--- config.mk ---
export PLATFORM = sky130hd
export DESIGN_NAME = mbc1_bank_mapper
export DESIGN_NICKNAME = d
export VERILOG_FILES = /design/src/rtl/mbc1_pkg.sv /design/src/rtl/mbc1_bank_regs.sv /design/src/rtl/mbc1_translate.sv /design/src/rtl/mbc1_bank_mapper.sv
export SDC_FILE = /design/constraint.sdc
export NUM_CORES = 1
export LEC_CHECK = 0
export ABC_AREA = 1
export BUFFER_PORTS_ARGS = -buffer_cell sky130_fd_sc_hd__buf_2
export CAP_MARGIN = 15
export CORE_ASPECT_RATIO = 1.2
export CORE_MARGIN = 5
export CORE_UTILIZATION = 50
export CTS_CLUSTER_DIAMETER = 120
export DETAILED_ROUTE_END_ITERATION = 12
export PLACE_DENSITY = 0.78
export RECOVER_POWER = 50
export SLEW_MARGIN = 0
export SYNTH_ARGS = -nofsm -noshare
export SYNTH_HDL_FRONTEND = slang
export SYNTH_SLANG_ARGS = --single-unit
--- constraint.sdc ---
create_clock -name clk_i -period 2.2 [get_ports clk_i]
set_input_delay 0.44 -clock clk_i [delete_from_list [all_inputs] [get_ports clk_i]]
set_output_delay 0.44 -clock clk_i [all_outputs]
set_load 0.01 [all_outputs]
--- src/rtl/mbc1_pkg.sv ---
package mbc1_pkg;

  localparam int unsigned DefaultMaxRomBanks = 128;

  localparam int unsigned BankW     = 7;
  localparam int unsigned PhysW     = 21;
  localparam int unsigned RamOffW   = 15;
  localparam int unsigned CfgIndexW = 2;
  localparam int unsigned CfgDataW  = 16;
  localparam int unsigned InDataW   = 32;
  localparam int unsigned OutDataW  = 24;

  localparam logic [3:0] RamEnableKey = 4'hA;

  typedef enum logic [1:0] {
    KIND_ROM_ONLY = 2'd0,
    KIND_MBC1     = 2'd1,
    KIND_OTHER    = 2'd2,
    KIND_UNDEF    = 2'd3
  } kind_e;

  typedef enum logic [1:0] {
    CFG_MAPPER_KIND    = 2'd0,
    CFG_ROM_BANK_COUNT = 2'd1,
    CFG_CART_RAM_BYTES = 2'd2
  } cfg_idx_e;

  typedef enum logic [1:0] {
    REGION_ROM     = 2'd0,
    REGION_RAM     = 2'd1,
    REGION_IGNORED = 2'd2,
    REGION_NONE    = 2'd3
  } region_e;

  typedef enum logic [1:0] {
    CTL_RAM_ENABLE = 2'd0,
    CTL_ROM_BANK   = 2'd1,
    CTL_UPPER_BANK = 2'd2,
    CTL_MODE       = 2'd3
  } ctl_sel_e;

  typedef struct packed {
    kind_e       mapper_kind;
    logic [7:0]  rom_bank_count;
    logic [15:0] cart_ram_bytes;
  } cfg_t;

  typedef struct packed {
    logic       ram_enable;
    logic [4:0] rom_bank_low;
    logic [1:0] upper_bank_bits;
    logic       banking_mode;
  } bank_t;

  typedef struct packed {
    logic       valid;
    ctl_sel_e   sel;
    logic [7:0] data;
  } ctl_wr_t;

  typedef struct packed {
    logic        command;
    logic [15:0] bus_address;
    logic [7:0]  write_data;
  } item_t;

  typedef struct packed {
    region_e          region;
    logic [PhysW-1:0] physical_address;
    logic             register_updated;
  } result_t;

endpackage

--- src/rtl/mbc1_bank_regs.sv ---
module mbc1_bank_regs import mbc1_pkg::*; (
  input  logic                 clk_i,
  input  logic                 rst_ni,
  input  logic                 cfg_we_i,
  input  logic [CfgIndexW-1:0] cfg_index_i,
  input  logic [CfgDataW-1:0]  cfg_data_i,
  input  ctl_wr_t              ctl_wr_i,
  output cfg_t                 cfg_o,
  output bank_t                bank_o
);

  cfg_t  cfg_q;
  bank_t bank_q;

  always_ff @(posedge clk_i or negedge rst_ni) begin
    if (!rst_ni) begin
      cfg_q.mapper_kind    <= KIND_ROM_ONLY;
      cfg_q.rom_bank_count <= 8'd2;
      cfg_q.cart_ram_bytes <= 16'd0;
    end else if (cfg_we_i) begin
      case (cfg_idx_e'(cfg_index_i))
        CFG_MAPPER_KIND:    cfg_q.mapper_kind    <= kind_e'(cfg_data_i[1:0]);
        CFG_ROM_BANK_COUNT: cfg_q.rom_bank_count <= cfg_data_i[7:0];
        CFG_CART_RAM_BYTES: cfg_q.cart_ram_bytes <= cfg_data_i;
        default: ;
      endcase
    end
  end

  always_ff @(posedge clk_i or negedge rst_ni) begin
    if (!rst_ni) begin
      bank_q.ram_enable      <= 1'b0;
      bank_q.rom_bank_low    <= 5'd1;
      bank_q.upper_bank_bits <= 2'd0;
      bank_q.banking_mode    <= 1'b0;
    end else if (ctl_wr_i.valid) begin
      case (ctl_wr_i.sel)
        CTL_RAM_ENABLE: bank_q.ram_enable <= (ctl_wr_i.data[3:0] == RamEnableKey);
        CTL_ROM_BANK: begin
          // bank 0 in the low register selects bank 1
          bank_q.rom_bank_low <= (ctl_wr_i.data[4:0] == 5'd0) ? 5'd1 : ctl_wr_i.data[4:0];
        end
        CTL_UPPER_BANK: bank_q.upper_bank_bits <= ctl_wr_i.data[1:0];
        CTL_MODE:       bank_q.banking_mode    <= ctl_wr_i.data[0];
        default: ;
      endcase
    end
  end

  assign cfg_o  = cfg_q;
  assign bank_o = bank_q;

endmodule

--- src/rtl/mbc1_translate.sv ---
module mbc1_translate import mbc1_pkg::*; #(
  parameter int unsigned MaxRomBanks = DefaultMaxRomBanks
) (
  input  item_t   item_i,
  input  cfg_t    cfg_i,
  input  bank_t   bank_i,
  output result_t result_o,
  output ctl_wr_t ctl_wr_o
);

  localparam logic [BankW-1:0] BankMask = BankW'(MaxRomBanks - 1);

  logic [7:0]         count_m1;
  logic [BankW-1:0]   bank_mask;
  logic               mbc1_mode1;
  logic [BankW-1:0]   lo_bank;
  logic [4:0]         low_fixed;
  logic [BankW-1:0]   hi_bank;
  logic [BankW-1:0]   win_bank;
  logic [1:0]         ram_bank;
  logic [RamOffW-1:0] ram_off;
  logic               ram_hit;
  logic               is_mbc1;

  always_comb begin
    count_m1   = cfg_i.rom_bank_count - 8'd1;
    bank_mask  = (cfg_i.rom_bank_count != 8'd0) ? (count_m1[BankW-1:0] & BankMask) : BankMask;
    is_mbc1    = (cfg_i.mapper_kind == KIND_MBC1);
    mbc1_mode1 = is_mbc1 && bank_i.banking_mode;

    lo_bank   = mbc1_mode1 ? ({bank_i.upper_bank_bits, 5'd0} & bank_mask) : '0;
    low_fixed = (bank_i.rom_bank_low == 5'd0) ? 5'd1 : bank_i.rom_bank_low;
    hi_bank   = (cfg_i.mapper_kind == KIND_ROM_ONLY) ? BankW'(1)
              : ({bank_i.upper_bank_bits, low_fixed} & bank_mask);
    win_bank  = item_i.bus_address[14] ? hi_bank : lo_bank;

    ram_bank = mbc1_mode1 ? bank_i.upper_bank_bits : 2'd0;
    ram_off  = {ram_bank, item_i.bus_address[12:0]};
    ram_hit  = (cfg_i.cart_ram_bytes != 16'd0) && bank_i.ram_enable
            && ({1'b0, ram_off} < cfg_i.cart_ram_bytes);

    result_o.region           = REGION_NONE;
    result_o.physical_address = '0;
    result_o.register_updated = 1'b0;
    ctl_wr_o.valid = 1'b0;
    ctl_wr_o.sel   = ctl_sel_e'(item_i.bus_address[14:13]);
    ctl_wr_o.data  = item_i.write_data;

    if (!item_i.bus_address[15]) begin
      if (item_i.command) begin
        result_o.region           = REGION_IGNORED;
        result_o.register_updated = is_mbc1;
        ctl_wr_o.valid            = is_mbc1;
      end else begin
        result_o.region           = REGION_ROM;
        result_o.physical_address = {win_bank, item_i.bus_address[13:0]};
      end
    end else if (item_i.bus_address[15:13] == 3'b101) begin
      result_o.region = REGION_IGNORED;
      if (ram_hit) begin
        result_o.region           = REGION_RAM;
        result_o.physical_address = PhysW'(ram_off);
      end
    end
  end

endmodule

--- src/rtl/mbc1_bank_mapper.sv ---
// Cartridge bank controller: maps one CPU bus access to a ROM or cart RAM
// byte address.
// Input channel s_axis: one access per item (read/write, address, data byte).
// Output channel m_axis: one result per access (region, physical address,
// control register write strobe), in the order the accesses came in.
// Configuration: cfg_we_i writes register cfg_index_i (0 mapper kind,
// 1 ROM bank count, 2 cart RAM size); write only while no item is in flight.
// Each result passes the input register, then the result register, before
// it is valid.
// Throughput: one item per cycle while m_axis_tready is high; the translation
// is a single level of address and bank logic between the input and result registers.
// Bank control writes take effect for the very next access.
// Reset: both pipeline stages empty, configuration at ROM only / 2 banks /
// no RAM, bank registers at RAM disabled, bank 1, upper bits 0, mode 0.
// Stall: while m_axis_tready is low the result holds and the input stage
// takes one more item only if it is empty; then s_axis_tready drops.
module mbc1_bank_mapper import mbc1_pkg::*; #(
  parameter int unsigned MaxRomBanks = DefaultMaxRomBanks
) (
  input  logic                 clk_i,
  input  logic                 rst_ni,
  input  logic                 s_axis_tvalid,
  output logic                 s_axis_tready,
  input  logic [InDataW-1:0]   s_axis_tdata,   // command, bus_address, write_data
  output logic                 m_axis_tvalid,
  input  logic                 m_axis_tready,
  output logic [OutDataW-1:0]  m_axis_tdata,   // region, physical_address, register_updated
  input  logic                 cfg_we_i,
  input  logic [CfgIndexW-1:0] cfg_index_i,
  input  logic [CfgDataW-1:0]  cfg_data_i
);

  logic    in_valid_q;
  item_t   in_q;
  logic    out_valid_q;
  result_t out_q;

  logic    advance;
  logic    fire;
  cfg_t    cfg;
  bank_t   bank;
  result_t result;
  ctl_wr_t ctl_wr;
  ctl_wr_t ctl_wr_go;

  assign advance       = !out_valid_q || m_axis_tready;
  assign fire          = in_valid_q && advance;
  assign s_axis_tready = !in_valid_q || advance;

  always_comb begin
    ctl_wr_go       = ctl_wr;
    ctl_wr_go.valid = ctl_wr.valid && fire;
  end

  mbc1_bank_regs u_regs (
    .clk_i       (clk_i),
    .rst_ni      (rst_ni),
    .cfg_we_i    (cfg_we_i),
    .cfg_index_i (cfg_index_i),
    .cfg_data_i  (cfg_data_i),
    .ctl_wr_i    (ctl_wr_go),
    .cfg_o       (cfg),
    .bank_o      (bank)
  );

  mbc1_translate #(
    .MaxRomBanks (MaxRomBanks)
  ) u_translate (
    .item_i   (in_q),
    .cfg_i    (cfg),
    .bank_i   (bank),
    .result_o (result),
    .ctl_wr_o (ctl_wr)
  );

  always_ff @(posedge clk_i or negedge rst_ni) begin
    if (!rst_ni) begin
      in_valid_q  <= 1'b0;
      out_valid_q <= 1'b0;
    end else begin
      if (s_axis_tready) begin
        in_valid_q <= s_axis_tvalid;
      end
      if (advance) begin
        out_valid_q <= in_valid_q;
      end
    end
  end

  always_ff @(posedge clk_i) begin
    if (s_axis_tvalid && s_axis_tready) begin
      in_q.command     <= s_axis_tdata[0];
      in_q.bus_address <= s_axis_tdata[16:1];
      in_q.write_data  <= s_axis_tdata[24:17];
    end
    if (fire) begin
      out_q <= result;
    end
  end

  assign m_axis_tvalid = out_valid_q;
  assign m_axis_tdata  = {out_q.register_updated, out_q.physical_address, out_q.region};

`ifndef ASSERT_OFF
  a_ready_when_empty: assert property (@(posedge clk_i) disable iff (!rst_ni)
    !out_valid_q |-> s_axis_tready)
    else $error("input not ready while result register is empty");

  a_fire_fills_out: assert property (@(posedge clk_i) disable iff (!rst_ni)
    fire |=> out_valid_q)
    else $error("processed item did not reach result register");

  a_noaddr_zero: assert property (@(posedge clk_i) disable iff (!rst_ni)
    out_valid_q && (out_q.region == REGION_IGNORED || out_q.region == REGION_NONE)
      |-> out_q.physical_address == '0)
    else $error("non-zero address for open bus or non-cartridge region");

  a_update_ignored: assert property (@(posedge clk_i) disable iff (!rst_ni)
    out_valid_q && out_q.register_updated |-> out_q.region == REGION_IGNORED)
    else $error("register write strobe on an access that maps memory");
`endif

endmodule
# == Word-level counts from Yosys, hierarchy flattened ==
# Index checks and enable logic that the tools add are counted.
# totals
regBits,83
inputBits,55
out_inout_bits,26
word_cells,65
# classes
magnitude_cmp,1
n_eq_ne,8
add_sub_neg,1
n_reduce_logical,24
n_mux,14
n_bitwise,2
# ops
op,count
23-bit two-way mux,3
7-bit two-way mux,4
21-bit two-way mux,1
15-bit by 16-bit less-than comparator with 1-bit output,1
16-bit nonzero test,1
7-bit AND,2
2-bit AND reduction,7
5-bit logical NOT,2
5-bit two-way mux,2
8-bit nonzero test,1
7-bit by 1-bit subtractor with 7-bit output (second input constant),1
2-bit by 1-bit == test with 1-bit output (second input constant),3
2-bit == test (second input constant),3
1-bit logical AND,6
2-bit logical NOT,3
4-bit == test (second input constant),1
2-bit two-way mux,2
3-bit == test (second input constant),1
1-bit logical NOT,2
1-bit logical OR,2
1-bit two-way mux,2

# == Logic depth before layout (Yosys ltp) ==
# Gate-level depths: netlist of run 1.
# depth
depth_word,8
ltp_mapped,14
depth_no_buf,14

# == By module ==
# Synthesis of run 1 repeated with hierarchy kept, for this count alone.
# unflattened
hier_cells,423
hier_area_um2,4235.3
# modules_own_cells
module,seq_area_each_um2,area_each_um2,instances,cells_per_inst
mbc1_bank_mapper,1521.5,1580.3,1,63
mbc1_bank_regs,878.3,1505.2,1,151
mbc1_translate,0.0,1149.9,1,209

# == Least setup slack after synthesis of run 1 ==
# Ideal clock, no wire load.
# synth_timing
path_kind,register to register
start,register u_regs.cfg_q (netlist bit u_regs.cfg_o[25])
end,register out_q (netlist bit m_axis_tdata[1]) (data pin)
path_stages_with_launch,15
t_arrival_ps,1645
required_ps,1951
setup_slack_ps,306
period_less_slack_ps,1894
n_path_buf,0
setup_time_ps,249
cell_sequence,dfrtp_1 -> inv_1 -> nand2_1 -> nor2_1 -> inv_1 -> nor2_1 -> ha_1 -> a21oi_2 -> nor2_1 -> nor2_1 -> nand2_1 -> nor2_4 -> nand3_1 -> nand2_1 -> inv_1
# synth_rtl
item,line,text
start: declaration,mbc1_bank_regs.sv:12,cfg_t cfg_q;
end signal: assignment,mbc1_bank_mapper.sv:97,out_q <= result;
end: declaration,mbc1_bank_mapper.sv:36,result_t out_q;

==> summary.txt, run 1 <==
Crit path arrival time: 2360 ps
Detailed Route Iter0 Violations: 146
Max incr delay on CP: 400 ps
CP Launch Type: flop
Area of the multi-input gates: 1320 um^2
Critical-path cell list: inv_1 -> nand2_1 -> nor2_1 -> inv_2 -> nor2_4 -> ha_4 -> a21oi_2 -> nor2_1 -> nor2_1 -> nand2_1 -> nor2_4 -> buf_6 -> nand4_1 -> nand2_1
Final setup fails: 0
Yosys top cell by area: edfxtp_1
Worst R2R Start: u_regs.cfg_o[25]$_DFFE_PN0P_
R2r setup slk: 60 ps
Flop pwr share: 0.531
Via count: 2983
Routing usage on met3: 0.0414
Layout area overhead: 18.1%
Design Area, Final: 4600 um^2
Grt met1 use: 0.208
RR Endpoint: m_axis_tdata[12]$_DFFE_PP_
Antenna violations before repair: 0
WP buf/inv: 3
Syn_area_per_cell: 9.80 um^2
Count leader, synth: nand2_1
Ports: 81
Routing usage on met2: 0.294
Most frequent cells after synthesis: nand2_1 (83), inv_1 (48), edfxtp_1 (46)
Setup TNS: 0 ps
FP Rows: 35
Sequential cell area: 2310 um^2
Clock sink total: 83
Pre-Repair DR Iteration Count: 4
Mapped Cells: 397
PwrDens: 819 nW/um^2
Share of cells above drive strength 1: 0.248
Clock Tree Root: clkbuf_8
Clk buf depth: 2
Delay-heaviest family, CP: simple AND/OR/NAND/NOR gates
Gpl congestion: 0.850
LEAKAGE: 0.00218 uW
Fill count: 640
Gate power share: 0.174
Hold Crit Class: in2reg
Status: finished, violations left
Violated checks: max-capacitance violations, max-slew violations
DRT Wirelength: 8110 um
Number of max-cap violations: 1
Antenna Cells: 0
Htree depth: 3
Final period util: 0.973
Clock power frac: 0.295
Post-DP HPWL: 6120 um
Crit path to: m_axis_tdata[12]$_DFFE_PP_
# hold bufs at CTS: 0
Synth area leaders: edfxtp_1 (35%), dfrtp_1 (23%), nand2_1 (8.0%)
Cell area after synthesis: 3890 um^2
Avg Vias per Cell: 5.19
FF+latch count, synth: 83
Share of the synthesized area in the top cell type: 0.355
Clk Latency, worst-skew pair: 350 ps
Top FF cell, synth: edfxtp_1
Setup Skew: 10.7 ps
Max FO, Critical Path: 9
CTS tree: done
Number of global-route vias before repair: 2922
Largest net degree at the start of global routing: 38
Minimum clock period: 2140 ps
Worst Setup SP: u_regs.cfg_o[25]$_DFFE_PN0P_
Initial Util: 0.511
RSZ-0062 raised after global routing: yes
WL/cell: 14.1 um
Worst R2R Path Depth: 14
Crit. End Element: flop
Synth warn: 0
I/O Buffers: 70
Fmax: 467 MHz
Switching share of power: 0.280
Area post-placement: 4340 um^2
Detail Route Antenna Nets: 0
Max-slew violation count: 38
Finished Core Util: 0.603
Die Ht: 107 um
Critical path class: reg2reg
Sequential area share after synthesis: 0.593
CP max stage cell: dfrtp_1
Drt drc: 0
TritonCTS Buffers: 9
Final hold vios: 0
Worst ir drop on vdd: 0.000324 V
CORE AREA: 7620 um^2
Max-slew headroom: -0.278
Die W: 90.5 um
Post-synth cell types: 32
Layer with the highest usage: met2
Synth async-reset ratio: 0.446
Total gr overflow: 0
Number of synthesized flops with an enable pin: 46
Pint: 2710 uW
Register clock-pin slew on the reported worst setup and hold paths: 80 ps
Tot GR Track Use: 0.174
Mapped Nets: 468
Stages on the worst setup path: 14
DIE AREA: 9660 um^2
First-pass GRT wire length: 13400 um
Final nets: 549
Worst Tran Pin Value: 1920 ps
Req. time, crit path: 2420 ps
Psw: 1050 uW
[layout make-up]
type | count | share of cell area
clock buffers | 11 | 0.0332
clock inverters | 5 | 0.0109
inverters | 59 | 0.0487
multi-input cells | 245 | 0.287
flip-flops and latches | 83 | 0.502
well taps | 92 | 0.0250
repair buffers | 80 | 0.0931
[sequential cells by signal, summed over array words and instances (netlist names)]
register	flops
u_regs.bank_o	9
m_axis_tdata	24
in_valid_q	1
m_axis_tvalid	1
u_regs.cfg_o	26
in_q	22
[cell usage in the layout (no fill, tap or decap), drive strengths merged]
master and n:
clkinv 4, nand3 26, nand2 86, or2 2
dfrtp 35, nor4 1, a31oi 1, a21oi 17
nor3b 2, buf 79, ha 16, a211oi 1
nor2 35, o21ai 32, nor3 8, edfxtp 46
nand4 18, bufinv 1, inv 59, clkbuf 12
dfstp 2
[layer usage]
layer | wire length (um) | vias up
li1 | - | 1486
met1 | 3320 | 1379
met2 | 4110 | 97
met3 | 448 | 21
met4 | 223 | 0
met5 | 0 | -
[cells by family after synthesis]
family,Yosys count,synth area share
AO/OA/AOI/OAI,51,0.0675
AND/OR/NAND/NOR,178,0.211
buffers and inverters,69,0.0765
adder cells (fa/ha/maj),16,0.0514
flip-flops,83,0.593
[worst reg2reg max path, delay by kind of cell, from the launching register on]
family,cells,cell delay [ps]
flip-flops,1,400
buffers and inverters,3,310
adder cells (fa/ha/maj),1,220
AO/OA/AOI/OAI,1,110
AND/OR/NAND/NOR,9,970
[repair_timing]
action,4_1_cts,5_1_grt
setup buffers,0,3
hold endpoints to repair,0,0
resized for setup,0,8
endpoints found under the setup margin,0,17
[how the worst min path moves through the flow]
stage	cells after the start	slack, ps	startpoint	end
after floorplan	0	140	rst_ni	in_valid_q$_DFFE_PN0N_
after global placement	2	470	u_regs.bank_o[3]$_DFFE_PN1P_	u_regs.bank_o[3]$_DFFE_PN1P_
after global routing	1	230	s_axis_tdata[20]	in_q[3]$_DFFE_PP_
final	1	260	s_axis_tdata[19]	in_q[2]$_DFFE_PP_
after CTS	1	180	rst_ni	u_regs.bank_o[5]$_DFFE_PN0P_
after detailed placement	2	480	in_q[4]$_DFFE_PP_	u_regs.bank_o[7]$_DFFE_PN0P_
[power groups by stage]
stage,Clock (uW),Sequential (uW),Combinational (uW)
2_1_floorplan,0,2020,394
3_3_place_gp,0,2020,608
3_5_place_dp,0,2030,643
4_1_cts,1130,2000,646
5_1_grt,1200,2020,758
6_report,1110,2000,654
[stage by stage]
stage,hold WS (ps),std cells,setup slack (ps),total power (uW)
final,258,575,58.6,3760
after CTS,182,572,62.7,3780
after global routing,230,575,-76.7,3980
after floorplan,144,397,306,2420
after global placement,469,556,129,2630
after detailed placement,476,556,87.0,2670
Power figures use the tool's default switching activity.
==> inputs of run 2 (changes only) <==
CORE_UTILIZATION = 55   (was 50)
PLACE_DENSITY = 0.87   (was 0.78)
==> summary.txt, run 2 (synthesis results as in run 1) <==
Max FO, Critical Path: 5
Final hold slack: 256 ps
Final nets: 551
CP max stage cell: dfrtp_1
CTS tree: done
Req. time, crit path: 2420 ps
Clk Latency, worst-skew pair: 350 ps
Met2 WL: 4650 um
Delay-heaviest family, CP: simple AND/OR/NAND/NOR gates
Gpl congestion: 0.926
Share of cells above drive strength 1: 0.262
Number of max-cap violations: 1
DRT Wirelength: 8810 um
Max reg flops: 26
Pre-Repair DR Iteration Count: 7
Critical-path cell list: inv_2 -> nand2_2 -> nor2_2 -> inv_2 -> nor2_4 -> ha_4 -> a21oi_2 -> nor2_1 -> nor2_1 -> nand2_1 -> nor2_4 -> buf_4 -> nand4_1 -> nand2_1
Detail Route Antenna Nets: 0
LEAKAGE: 0.00218 uW
Total gr overflow: 0
Clk buf depth: 2
Die W: 86.8 um
Status: finished, violations left
Fmax: 468 MHz
Metal3 WL: 558 um
Clock Tree Root: clkbuf_8
Max-slew headroom: -0.311
Max-slew violation count: 38
FP Rows: 33
Worst Tran Pin Value: 1970 ps
Via count: 3168
Crit. End Element: flop
Most frequent cells in the layout: nand2_1 (81), buf_2 (69), inv_1 (46), edfxtp_1 (46), dfrtp_1 (35)
Detailed Route Iter0 Violations: 243
WL/cell: 15.4 um
Initial Util: 0.568
Clock sink total: 83
Crit path arrival time: 2360 ps
Register clock-pin slew on the reported worst setup and hold paths: 80 ps
Htree depth: 3
Drt drc: 0
Max incr delay on CP: 410 ps
TritonCTS Buffers: 9
Number of global-route vias before repair: 3091
Violated checks: max-capacitance violations, max-slew violations
Setup Skew: 6.71 ps
Critical path class: reg2reg
Antenna Cells: 0
Hold Crit Class: in2reg
Final period util: 0.972
Top Metal Used: met4
Layout area overhead: 19.3%
Total power: 3850 uW
Routed met1 length: 3300 um
Minimum clock period: 2140 ps
First-pass GRT wire length: 13500 um
Commonest non-fill, non-tap cell in the layout: nand2_1
WP buf/inv: 3
Largest net degree at the start of global routing: 38
I/O Buffers: 70
Avg Vias per Cell: 5.54
Antenna violations before repair: 0
Tot GR Track Use: 0.198
CORE AREA: 6850 um^2
Die Ht: 102 um
Ports: 81
RSZ-0062 raised after global routing: yes
CP Launch Type: flop
Final setup fails: 0
DIE AREA: 8870 um^2
Worst ir drop on vdd: 0.000502 V
PwrDens: 829 nW/um^2
Post-DP HPWL: 6220 um
Final hold vios: 0
==> run 2: cell types whose count changed in the layout (fill, tap and decap cells not counted), sizes merged <==
cell	previous run	this run
buf	79	80
nand2	86	87
clkbuf	12	11
bufinv	1	2
inv	59	58
clkinvlp	0	1
==> run 2: layout make-up <==
cell class,instances,area (um^2)
Fill cell,496,2210
Multi-Input combinational cell,246,1350
Timing Repair Buffer,81,439
Sequential cell,83,2310
Clock buffer,10,128
Tap cell,87,109
Inverter,59,224
Clock inverter,6,80.1
==> run 2: path summary, 6_finish.rpt <==
kind,startpoint,end,slack [ps],cells past startpoint
max,u_regs.cfg_o[25]$_DFFE_PN0P_,m_axis_tdata[11]$_DFFE_PP_,60,14
min,s_axis_tdata[10],in_q[17]$_DFFE_PP_,260,1
max reg2reg,u_regs.cfg_o[25]$_DFFE_PN0P_,m_axis_tdata[11]$_DFFE_PP_,60,14
min reg2reg,u_regs.bank_o[3]$_DFFE_PN1P_,u_regs.bank_o[3]$_DFFE_PN1P_,500,2
max in group asynchronous,rst_ni,u_regs.cfg_o[2]$_DFFE_PN0P_,440,1
min in group asynchronous,rst_ni,u_regs.bank_o[8]$_DFFE_PN0P_,630,1
==> run 2: per-layer routing <==
layer	vias up	global-route usage
met4	0	0.113
met5	-	0
met1	1511	0.228
li1	1492	-
met3	25	0.0306
met2	140	0.348
==> run 2: repair_timing <==
item / CTS / global route
endpoints found under the setup margin: 0 / 17
gates resized for setup: 0 / 18
hold buffers: 0 / 0
buffers inserted: 0 / 4
==> run 2: per-stage QoR <==
stage	util	setup TNS [ps]	worst slack (ps)	cells	area, um^2
final	0.677	0	61.5	572	4640
after global routing	0.677	-885	-92.9	572	4640
after CTS	0.661	0	23.2	566	4530
after detailed placement	0.631	0	76.9	550	4320
after global placement	0.631	0	152	550	4320
after floorplan	-	0	306	397	3890
==> run 2: where the power goes <==
group / switching (uW) / internal (uW)
clock: 528 / 630
combinational: 431 / 260
sequential: 128 / 1870
total: 1090 / 2760
